[src/sv/assert_macros.svh]
// Assertion macros used by the top-level RTL file.
`ifndef ASSERT_MACROS_SVH
`define ASSERT_MACROS_SVH

`ifndef SYNTH

// Property must hold at every clock edge outside reset.
`define ASSERT_PROP(lbl, clk, rst_n, prop) \
  lbl: assert property (@(posedge clk) disable iff (!(rst_n)) (prop)) \
    else $error("assertion failed");

// Expression must never be true outside reset.
`define ASSERT_NEVER(lbl, clk, rst_n, expr) \
  lbl: assert property (@(posedge clk) disable iff (!(rst_n)) !(expr)) \
    else $error("forbidden condition seen");

`else

`define ASSERT_PROP(lbl, clk, rst_n, prop)
`define ASSERT_NEVER(lbl, clk, rst_n, expr)

`endif

`endif

[src/sv/brr_pkg.sv]
// Package: types, constants and CRC function of the bond record receiver.
`timescale 1ns / 1ps
`default_nettype none

package brr_pkg;

  localparam int RECORD_BYTES = 32;
  localparam int COUNT_W      = $clog2(RECORD_BYTES);

  localparam logic [COUNT_W-1:0] CRC_SPAN = COUNT_W'(28);
  localparam logic [COUNT_W-1:0] LAST_IDX = COUNT_W'(RECORD_BYTES - 1);

  localparam logic [31:0] CRC_POLY = 32'hEDB8_8320;
  localparam logic [31:0] CRC_INIT = 32'hFFFF_FFFF;

  localparam logic [15:0] TIMEOUT_RESET = 16'd5000;

  // "APB1"
  localparam logic [7:0] MAGIC_0 = 8'h41;
  localparam logic [7:0] MAGIC_1 = 8'h50;
  localparam logic [7:0] MAGIC_2 = 8'h42;
  localparam logic [7:0] MAGIC_3 = 8'h31;

  typedef enum logic [1:0] {
    KIND_ARM  = 2'd0,
    KIND_DATA = 2'd1,
    KIND_TICK = 2'd2
  } kind_e;

  typedef enum logic [1:0] {
    STATUS_VALID   = 2'd0,
    STATUS_INVALID = 2'd1,
    STATUS_TIMEOUT = 2'd2
  } status_e;

  typedef struct packed {
    status_e     status;
    logic [63:0] bond_id;
    logic [63:0] key_upper;
    logic [63:0] key_lower;
  } brr_result_t;

  typedef struct packed {
    logic               armed;
    logic               expired;
    logic [COUNT_W-1:0] byte_count;
  } brr_sess_t;

  // Reflected CRC-32 update over one byte.
  function automatic logic [31:0] crc32_byte(input logic [31:0] crc, input logic [7:0] b);
    logic [31:0] c;
    c = crc ^ {24'd0, b};
    for (int k = 0; k < 8; k++) begin
      c = c[0] ? ((c >> 1) ^ CRC_POLY) : (c >> 1);
    end
    return c;
  endfunction

endpackage

`default_nettype wire

[src/sv/bond_record_receiver_top.sv]
// Bond record receiver: framed 32-byte record with CRC-32 check, top level.
//
// Input channel (in_valid_i / in_stall_o): kind_i is arm, data byte or tick.
// Arm opens a session; 32 data bytes form a record; ticks count toward the
// timeout set by cfg_wdata_i, written with cfg_we_i while the block is idle
// (a rule for the user; the block itself does not enforce it). Output channel
// (out_valid_o / out_stall_i): one transaction per finished record (valid or
// invalid) or for the first data byte that arrives after the timeout.
// Each input transaction passes the input register, then the result register.
// Throughput: one input transaction per cycle unless the receiver stalls; the
// state update of one item is a combinational step between the input register
// and the result register. When the receiver stalls, the result register holds,
// the input register fills behind it and in_stall_o then rises; nothing is
// dropped. Reset: no session open, timeout 5000 ticks, both registers empty.
`timescale 1ns / 1ps
`default_nettype none

`include "assert_macros.svh"

module bond_record_receiver_top (
  input  wire logic        clk_i,
  input  wire logic        rst_ni,
  input  wire logic        cfg_we_i,
  input  wire logic [15:0] cfg_wdata_i,
  input  wire logic        in_valid_i,
  output logic             in_stall_o,
  input  wire logic [1:0]  kind_i,
  input  wire logic [7:0]  data_byte_i,
  output logic             out_valid_o,
  input  wire logic        out_stall_i,
  output logic [1:0]       status_o,
  output logic [63:0]      bond_id_o,
  output logic [63:0]      key_upper_o,
  output logic [63:0]      key_lower_o
);

  logic                 advance;
  logic                 item_valid;
  logic [1:0]           item_kind;
  logic [7:0]           item_byte;
  logic                 res_valid;
  brr_pkg::brr_result_t result;
  brr_pkg::brr_result_t out_result;
  brr_pkg::brr_sess_t   sess;
  logic                 sess_open;
  logic                 count_busy;
  logic                 res_invalid;
  logic                 fields_nonzero;

  brr_in_reg u_in_reg (
    .clk_i        (clk_i),
    .rst_ni       (rst_ni),
    .in_valid_i   (in_valid_i),
    .kind_i       (kind_i),
    .data_byte_i  (data_byte_i),
    .advance_i    (advance),
    .in_stall_o   (in_stall_o),
    .item_valid_o (item_valid),
    .kind_o       (item_kind),
    .data_byte_o  (item_byte)
  );

  brr_core u_core (
    .clk_i        (clk_i),
    .rst_ni       (rst_ni),
    .cfg_we_i     (cfg_we_i),
    .cfg_wdata_i  (cfg_wdata_i),
    .item_valid_i (item_valid),
    .kind_i       (item_kind),
    .data_byte_i  (item_byte),
    .res_valid_o  (res_valid),
    .result_o     (result),
    .sess_o       (sess)
  );

  brr_out_reg u_out_reg (
    .clk_i       (clk_i),
    .rst_ni      (rst_ni),
    .res_valid_i (res_valid),
    .result_i    (result),
    .out_stall_i (out_stall_i),
    .advance_o   (advance),
    .out_valid_o (out_valid_o),
    .result_o    (out_result)
  );

  assign status_o    = out_result.status;
  assign bond_id_o   = out_result.bond_id;
  assign key_upper_o = out_result.key_upper;
  assign key_lower_o = out_result.key_lower;

  assign sess_open      = sess.armed && !sess.expired;
  assign count_busy     = (sess.byte_count != '0);
  assign res_invalid    = out_valid_o && (status_o != brr_pkg::STATUS_VALID);
  assign fields_nonzero = (bond_id_o != '0) || (key_upper_o != '0) || (key_lower_o != '0);

  `ASSERT_PROP(a_expired_needs_armed, clk_i, rst_ni, sess.expired |-> sess.armed)
  `ASSERT_PROP(a_count_needs_open, clk_i, rst_ni, count_busy |-> sess_open)
  `ASSERT_NEVER(a_fields_zero_unless_valid, clk_i, rst_ni, res_invalid && fields_nonzero)

endmodule

`default_nettype wire

[src/sv/brr_in_reg.sv]
// Input register stage with stall back-pressure.
`timescale 1ns / 1ps
`default_nettype none

module brr_in_reg (
  input  wire logic       clk_i,
  input  wire logic       rst_ni,
  input  wire logic       in_valid_i,
  input  wire logic [1:0] kind_i,
  input  wire logic [7:0] data_byte_i,
  input  wire logic       advance_i,
  output logic            in_stall_o,
  output logic            item_valid_o,
  output logic [1:0]      kind_o,
  output logic [7:0]      data_byte_o
);

  logic       valid_q;
  logic [1:0] kind_q;
  logic [7:0] byte_q;

  assign in_stall_o   = valid_q && !advance_i;
  assign item_valid_o = valid_q && advance_i;
  assign kind_o       = kind_q;
  assign data_byte_o  = byte_q;

  always_ff @(posedge clk_i or negedge rst_ni) begin
    if (!rst_ni) begin
      valid_q <= 1'b0;
    end else if (!in_stall_o) begin
      valid_q <= in_valid_i;
    end
  end

  always_ff @(posedge clk_i) begin
    if (in_valid_i && !in_stall_o) begin
      kind_q <= kind_i;
      byte_q <= data_byte_i;
    end
  end

endmodule

`default_nettype wire

[src/sv/brr_core.sv]
// Session state, record store, CRC and record check.
`timescale 1ns / 1ps
`default_nettype none

module brr_core (
  input  wire logic               clk_i,
  input  wire logic               rst_ni,
  input  wire logic               cfg_we_i,
  input  wire logic [15:0]        cfg_wdata_i,
  input  wire logic               item_valid_i,
  input  wire logic [1:0]         kind_i,
  input  wire logic [7:0]         data_byte_i,
  output logic                    res_valid_o,
  output brr_pkg::brr_result_t    result_o,
  output brr_pkg::brr_sess_t      sess_o
);

  logic [15:0] timeout_q;
  logic [7:0]  store_q [brr_pkg::RECORD_BYTES];

  logic                        armed_q, armed_d;
  logic                        expired_q, expired_d;
  logic [15:0]                 elapsed_q, elapsed_d;
  logic [brr_pkg::COUNT_W-1:0] count_q, count_d;
  logic [31:0]                 crc_q, crc_d;
  logic                        store_we;

  logic [15:0] elapsed_inc;
  logic [31:0] stored_crc;
  logic [7:0]  id_or, key_or;
  logic        magic_ok, crc_ok;
  logic [63:0] id_word, key_hi_word, key_lo_word;

  assign elapsed_inc = (elapsed_q == 16'hFFFF) ? elapsed_q : elapsed_q + 16'd1;
  assign stored_crc  = {data_byte_i, store_q[30], store_q[29], store_q[28]};
  assign magic_ok    = (store_q[0] == brr_pkg::MAGIC_0) && (store_q[1] == brr_pkg::MAGIC_1) &&
                       (store_q[2] == brr_pkg::MAGIC_2) && (store_q[3] == brr_pkg::MAGIC_3);
  assign crc_ok      = (stored_crc == ~crc_q);

  always_comb begin
    id_or       = '0;
    key_or      = '0;
    id_word     = '0;
    key_hi_word = '0;
    key_lo_word = '0;
    for (int i = 0; i < 8; i++) begin
      id_or  = id_or | store_q[4 + i];
      key_or = key_or | store_q[12 + i] | store_q[20 + i];
      id_word[63 - 8*i -: 8]     = store_q[4 + i];
      key_hi_word[63 - 8*i -: 8] = store_q[12 + i];
      key_lo_word[63 - 8*i -: 8] = store_q[20 + i];
    end
  end

  always_comb begin
    armed_d     = armed_q;
    expired_d   = expired_q;
    elapsed_d   = elapsed_q;
    count_d     = count_q;
    crc_d       = crc_q;
    store_we    = 1'b0;
    res_valid_o = 1'b0;
    result_o    = '{status: brr_pkg::STATUS_INVALID, default: '0};
    if (item_valid_i) begin
      case (brr_pkg::kind_e'(kind_i))
        brr_pkg::KIND_ARM: begin
          armed_d   = 1'b1;
          expired_d = 1'b0;
          elapsed_d = '0;
          count_d   = '0;
          crc_d     = brr_pkg::CRC_INIT;
        end
        brr_pkg::KIND_TICK: begin
          if (armed_q && !expired_q) begin
            elapsed_d = elapsed_inc;
            if (elapsed_inc >= timeout_q) begin
              expired_d = 1'b1;
              count_d   = '0;
              crc_d     = brr_pkg::CRC_INIT;
            end
          end
        end
        brr_pkg::KIND_DATA: begin
          if (armed_q) begin
            if (expired_q || (elapsed_q >= timeout_q)) begin
              res_valid_o     = 1'b1;
              result_o.status = brr_pkg::STATUS_TIMEOUT;
            end else begin
              store_we = 1'b1;
              if (count_q < brr_pkg::CRC_SPAN) begin
                crc_d = brr_pkg::crc32_byte(crc_q, data_byte_i);
              end
              if (count_q == brr_pkg::LAST_IDX) begin
                res_valid_o = 1'b1;
                if (magic_ok && crc_ok && (id_or != '0) && (key_or != '0)) begin
                  result_o.status    = brr_pkg::STATUS_VALID;
                  result_o.bond_id   = id_word;
                  result_o.key_upper = key_hi_word;
                  result_o.key_lower = key_lo_word;
                end
              end else begin
                count_d = count_q + 1'b1;
              end
            end
            if (res_valid_o) begin
              armed_d   = 1'b0;
              expired_d = 1'b0;
              elapsed_d = '0;
              count_d   = '0;
              crc_d     = brr_pkg::CRC_INIT;
            end
          end
        end
        default: begin
        end
      endcase
    end
  end

  always_ff @(posedge clk_i or negedge rst_ni) begin
    if (!rst_ni) begin
      timeout_q <= brr_pkg::TIMEOUT_RESET;
      armed_q   <= 1'b0;
      expired_q <= 1'b0;
      elapsed_q <= '0;
      count_q   <= '0;
      crc_q     <= brr_pkg::CRC_INIT;
    end else begin
      if (cfg_we_i) begin
        timeout_q <= cfg_wdata_i;
      end
      armed_q   <= armed_d;
      expired_q <= expired_d;
      elapsed_q <= elapsed_d;
      count_q   <= count_d;
      crc_q     <= crc_d;
    end
  end

  // Every byte is written in order after a clear, so the store needs no reset.
  always_ff @(posedge clk_i) begin
    if (store_we) begin
      store_q[count_q] <= data_byte_i;
    end
  end

  assign sess_o = '{armed: armed_q, expired: expired_q, byte_count: count_q};

endmodule

`default_nettype wire

[src/sv/brr_out_reg.sv]
// Result register; when full, the receiver's stall holds it and, through advance_o, the input register.
`timescale 1ns / 1ps
`default_nettype none

module brr_out_reg (
  input  wire logic                 clk_i,
  input  wire logic                 rst_ni,
  input  wire logic                 res_valid_i,
  input  wire brr_pkg::brr_result_t result_i,
  input  wire logic                 out_stall_i,
  output logic                      advance_o,
  output logic                      out_valid_o,
  output brr_pkg::brr_result_t      result_o
);

  logic                 valid_q;
  brr_pkg::brr_result_t result_q;

  assign advance_o   = !valid_q || !out_stall_i;
  assign out_valid_o = valid_q;
  assign result_o    = result_q;

  always_ff @(posedge clk_i or negedge rst_ni) begin
    if (!rst_ni) begin
      valid_q <= 1'b0;
    end else if (advance_o) begin
      valid_q <= res_valid_i;
    end
  end

  always_ff @(posedge clk_i) begin
    if (advance_o && res_valid_i) begin
      result_q <= result_i;
    end
  end

endmodule

`default_nettype wire

[config.mk]
export PLATFORM = sky130hd
export DESIGN_NAME = bond_record_receiver_top
export DESIGN_NICKNAME = d
export VERILOG_FILES = /design/src/sv/brr_pkg.sv /design/src/sv/bond_record_receiver_top.sv /design/src/sv/brr_in_reg.sv /design/src/sv/brr_core.sv /design/src/sv/brr_out_reg.sv
export VERILOG_INCLUDE_DIRS = /design/src /design/src/sv
export SDC_FILE = /design/constraint.sdc
export NUM_CORES = 1
export LEC_CHECK = 0
export BUFFER_PORTS_ARGS = -buffer_cell sky130_fd_sc_hd__clkbuf_2
export CAP_MARGIN = 20
export CORE_UTILIZATION = 60
export DETAILED_ROUTE_END_ITERATION = 6
export PLACE_DENSITY = 0.83
export SLEW_MARGIN = 30
export SYNTH_ARGS = -nofsm -noshare
export SYNTH_HDL_FRONTEND = slang
export SYNTH_SLANG_ARGS = --single-unit
[constraint.sdc]
create_clock -name clk_i -period 15.2 [get_ports clk_i]
set_input_delay 2.28 -clock clk_i [delete_from_list [all_inputs] [get_ports clk_i]]
set_output_delay 2.28 -clock clk_i [all_outputs]
set_load 0.005 [all_outputs]
==> flow_summary.yaml <==
synthesis:
  netlist_top_cells_area: "edfxtp_1, and2_1, dfstp_2"
  ys_seq_area_share_pct: 74.2
  synthArstFlopShare_pct: 13.9
  synthCells: 1319
  synth_cell_type_count: 54
  synth_ff_type: "edfxtp_1"
  synthesis.nets: 1388
  ys_top_cells_by_count: "edfxtp_1, and2_1, xnor2_1"
  ys_seq_elements: 525
  synth_edf_count: 452
  yosys.area.top_type: "edfxtp_1"
  synth_warnings: 0
  avgSynthCellArea_um2: 15.8
  yosysMostFrequentCell: "edfxtp_1"
  yosysTopAreaCellShare_pct: 65.2
  synth_area_mm2: 0.0208
floorplanning:
  die_h_um: 188
  fp.dieW_um: 188
  die-area_mm2: 0.0355
  coreArea_mm2: 0.0339
  io_pins: 227
  initial_core_util_pct: 61.5
  rows: 67
route:
  first_pass_iters: 5
  drcViolationCount: 0
  vias: 11989
  ant_nets: 0
  drt-total-wl_um: 44600
  via_per_inst: 5.83
  post_drt_wl_per_cell_um: 21.7
  drtIter0Drc: 1286
finish:
  num-fill-cells: 2072
  area_growth_pct: 15.4
  multiInputGateArea_mm2: 0.00501
  diodes: 0
  postLayoutCellArea_mm2: 0.0240
  seqCellArea_mm2: 0.0154
  nNetsFinal: 1637
  drive_gt1_share_pct: 23.5
grt:
  grt_pass1_vias: 11634
  overflow: 0
  grt_max_degree: 167
  antenna_found_initial: 0
  track_usage_pct: 25.3
  grt_pass1_wl_um: 67000
placement:
  dp_hpwl_um: 27800
  io_buffers: 226
  place_area_mm2: 0.0224
  globalplace.congestion: 0.854
setup_path:
  crit_family: "compound AO/OA/AOI/OAI gates"
  end_kind: "register"
  worstSetupStartpointType: "register"
  crit_buf_inv: 1
  ff2ff_setup_slack_ns: 10.20
  worst-path-max-fanout: 32
  worstSetupPathType: "register to register"
  cp.required_ns: 15.70
  path_cells: "nand4_1 -> nor4_1 -> and4_1 -> nor2_1 -> nand3_1 -> xnor2_1 -> ha_1 -> a211o_1 -> a21oi_1 -> o21ai_0 -> a2111oi_0 -> o31a_1 -> nand2b_1 -> buf_4 -> o32a_1"
  max_stage_delay_ns: 0.61
  critPathArrivalTime_ns: 5.50
  critPathSlowestCell: "a2111oi_0"
job:
  maxCapViolations: 0
clocking:
  clkTransAtPathRegs_ns: 0.07
  htreeDepth: 2
  cts_resized: 0
  hold_buffers: 0
  clock_sinks: 525
  cts_tree: "done"
  clockRootBuffer: "clkbuf_16"
  post_cts_buffers: 0
  clock_path_buffers: 3
  cts_made_buffers: 48
  clkLatencyLatePin_ns: 0.60
sta:
  worstMarginPinSlew_ns: 1.07
  finalMaxSlewViolations: 0
  final-setup-viol-count: 0
  fin_tns_setup_ns: 0
  period_share_pct: 32.9
  relSlewSlack_pct: 28.5
  fin_worst_skew_ns: 0.0452
  fin_crit_ns: 5.00
  fmax_mhz: 200
  grt_setup_unrepaired: "false"
  finalHoldViolCount: 0
status:
  status: "finished, final reports clean"
power:
  peakVddDrop_mv: 0.0977
  pwr-share-clk_pct: 36.4
  p_total_uw: 3420
  combPwrFrac_pct: 14.3
  p_seq_share_pct: 49.3
  p_switching_uw: 839
  swShare_pct: 24.5
  intPower_uw: 2580
  power_leakage_uw: 0.00916
  power_density_mw_per_mm2: 142
worst_hold_path:
  hold_path.class: "register to register"
## power groups by stage
stage / clock network, uW / registers, uW / logic (uW)
finish: 1250 / 1690 / 489
global route: 1310 / 1690 / 535
CTS: 1260 / 1690 / 490
detailed placement: 0 / 1710 / 486
global placement: 0 / 1710 / 473
floorplan: 0 / 1710 / 387
## stage by stage
step	utilization, %	setup WS, ns	hold slack [ns]	std cells
CTS	70.9	10.23	0.528	2055
floorplan	-	7.38	0.474	1319
global route	70.9	9.85	0.545	2055
finish	70.9	10.20	0.516	2055
global placement	66.0	9.57	0.509	1966
detailed placement	66.0	9.72	0.515	1966
## sequential cells by signal, indices dropped and copies added (netlist names)
register and flops:
u_core.crc_q 32, u_core.expired_q 1, u_core.store_q 248, u_core.count_q 5
u_in_reg.valid_q 1, u_in_reg.kind_o 2, u_core.armed_q 1, u_core.timeout_q 16
u_out_reg.out_valid_o 1, u_out_reg.result_o 194, u_core.elapsed_q 16, u_in_reg.data_byte_o 8
## worst register-to-register path, cell delays in order (launching register included)
cell	delay, ns
dfrtp_1	0.55
nand4_1	0.24
nor4_1	0.51
and4_1	0.44
nor2_1	0.20
nand3_1	0.16
xnor2_1	0.14
ha_1	0.26
a211o_1	0.26
a21oi_1	0.10
o21ai_0	0.12
a2111oi_0	0.61
o31a_1	0.48
nand2b_1	0.24
buf_4	0.37
o32a_1	0.24
## final timing paths
| kind | cells past startpoint | startpoint | endpoint |
|---|---|---|---|
| worst min register to register | 1 | u_core.store_q[26][3] | u_out_reg.result_o[11] |
| worst max-delay path | 15 | u_core.elapsed_q[4] | u_core.crc_q[31] |
| worst max register to register | 15 | u_core.elapsed_q[4] | u_core.crc_q[31] |
| min in group asynchronous | 2 | rst_ni | u_core.count_q[2] |
| max in group asynchronous | 2 | rst_ni | u_in_reg.valid_q |
| worst min-delay path | 1 | u_core.store_q[26][3] | u_out_reg.result_o[11] |
## layout make-up
type | count | area share [%]
inverters | 30 | 0.469
multi-input cells | 722 | 20.8
clock inverters | 35 | 1.70
clock buffers | 54 | 5.14
repair buffers | 241 | 5.22
flip-flops and latches | 525 | 64.3
well taps | 448 | 2.33
## cells by family (layout without fill, tap and decap cells)
| kind of cell | Yosys count | count (layout) | synth area share [%] |
|---|---|---|---|
| flops | 525 | 525 | 74.2 |
| simple gates | 442 | 442 | 12.1 |
| compound gates | 124 | 124 | 4.21 |
| xor+xnor | 115 | 115 | 5.13 |
| buf+inv | 72 | 360 | 1.94 |
| fa+ha+maj | 38 | 38 | 2.28 |
| mux | 3 | 3 | 0.156 |
## layer usage
metal	wire [um]	share of wire (%)	GRT usage, %
met1	17600	40	34.1
met2	21700	49	41.5
met3	3570	8.0	4.19
met4	1650	3.7	10.2
met5	0	0	0
## layout by cell type (no fill, tap or decap), types with 4 or more instances in the layout
cell,instances
edfxtp_1,452
clkbuf_2,225
and2_1,195
xnor2_1,80
nor4_1,58
nand2_1,55
clkbuf_16,48
nor2_1,43
ha_1,38
dfstp_2,37
dfrtp_1,36
o21ai_0,34
o32a_1,32
inv_1,30
xor2_1,27
nand3_1,24
nand4_1,21
a21oi_1,20
clkinv_2,12
buf_4,12
a31oi_1,9
nand2b_1,8
bufinv_16,8
and3_1,7
clkinv_1,7
nor2_2,6
a22o_1,5
xor2_2,5
clkinvlp_4,5
clkbuf_1,5
nor3_1,4
a211oi_1,4
Power figures use the tool's default switching activity.
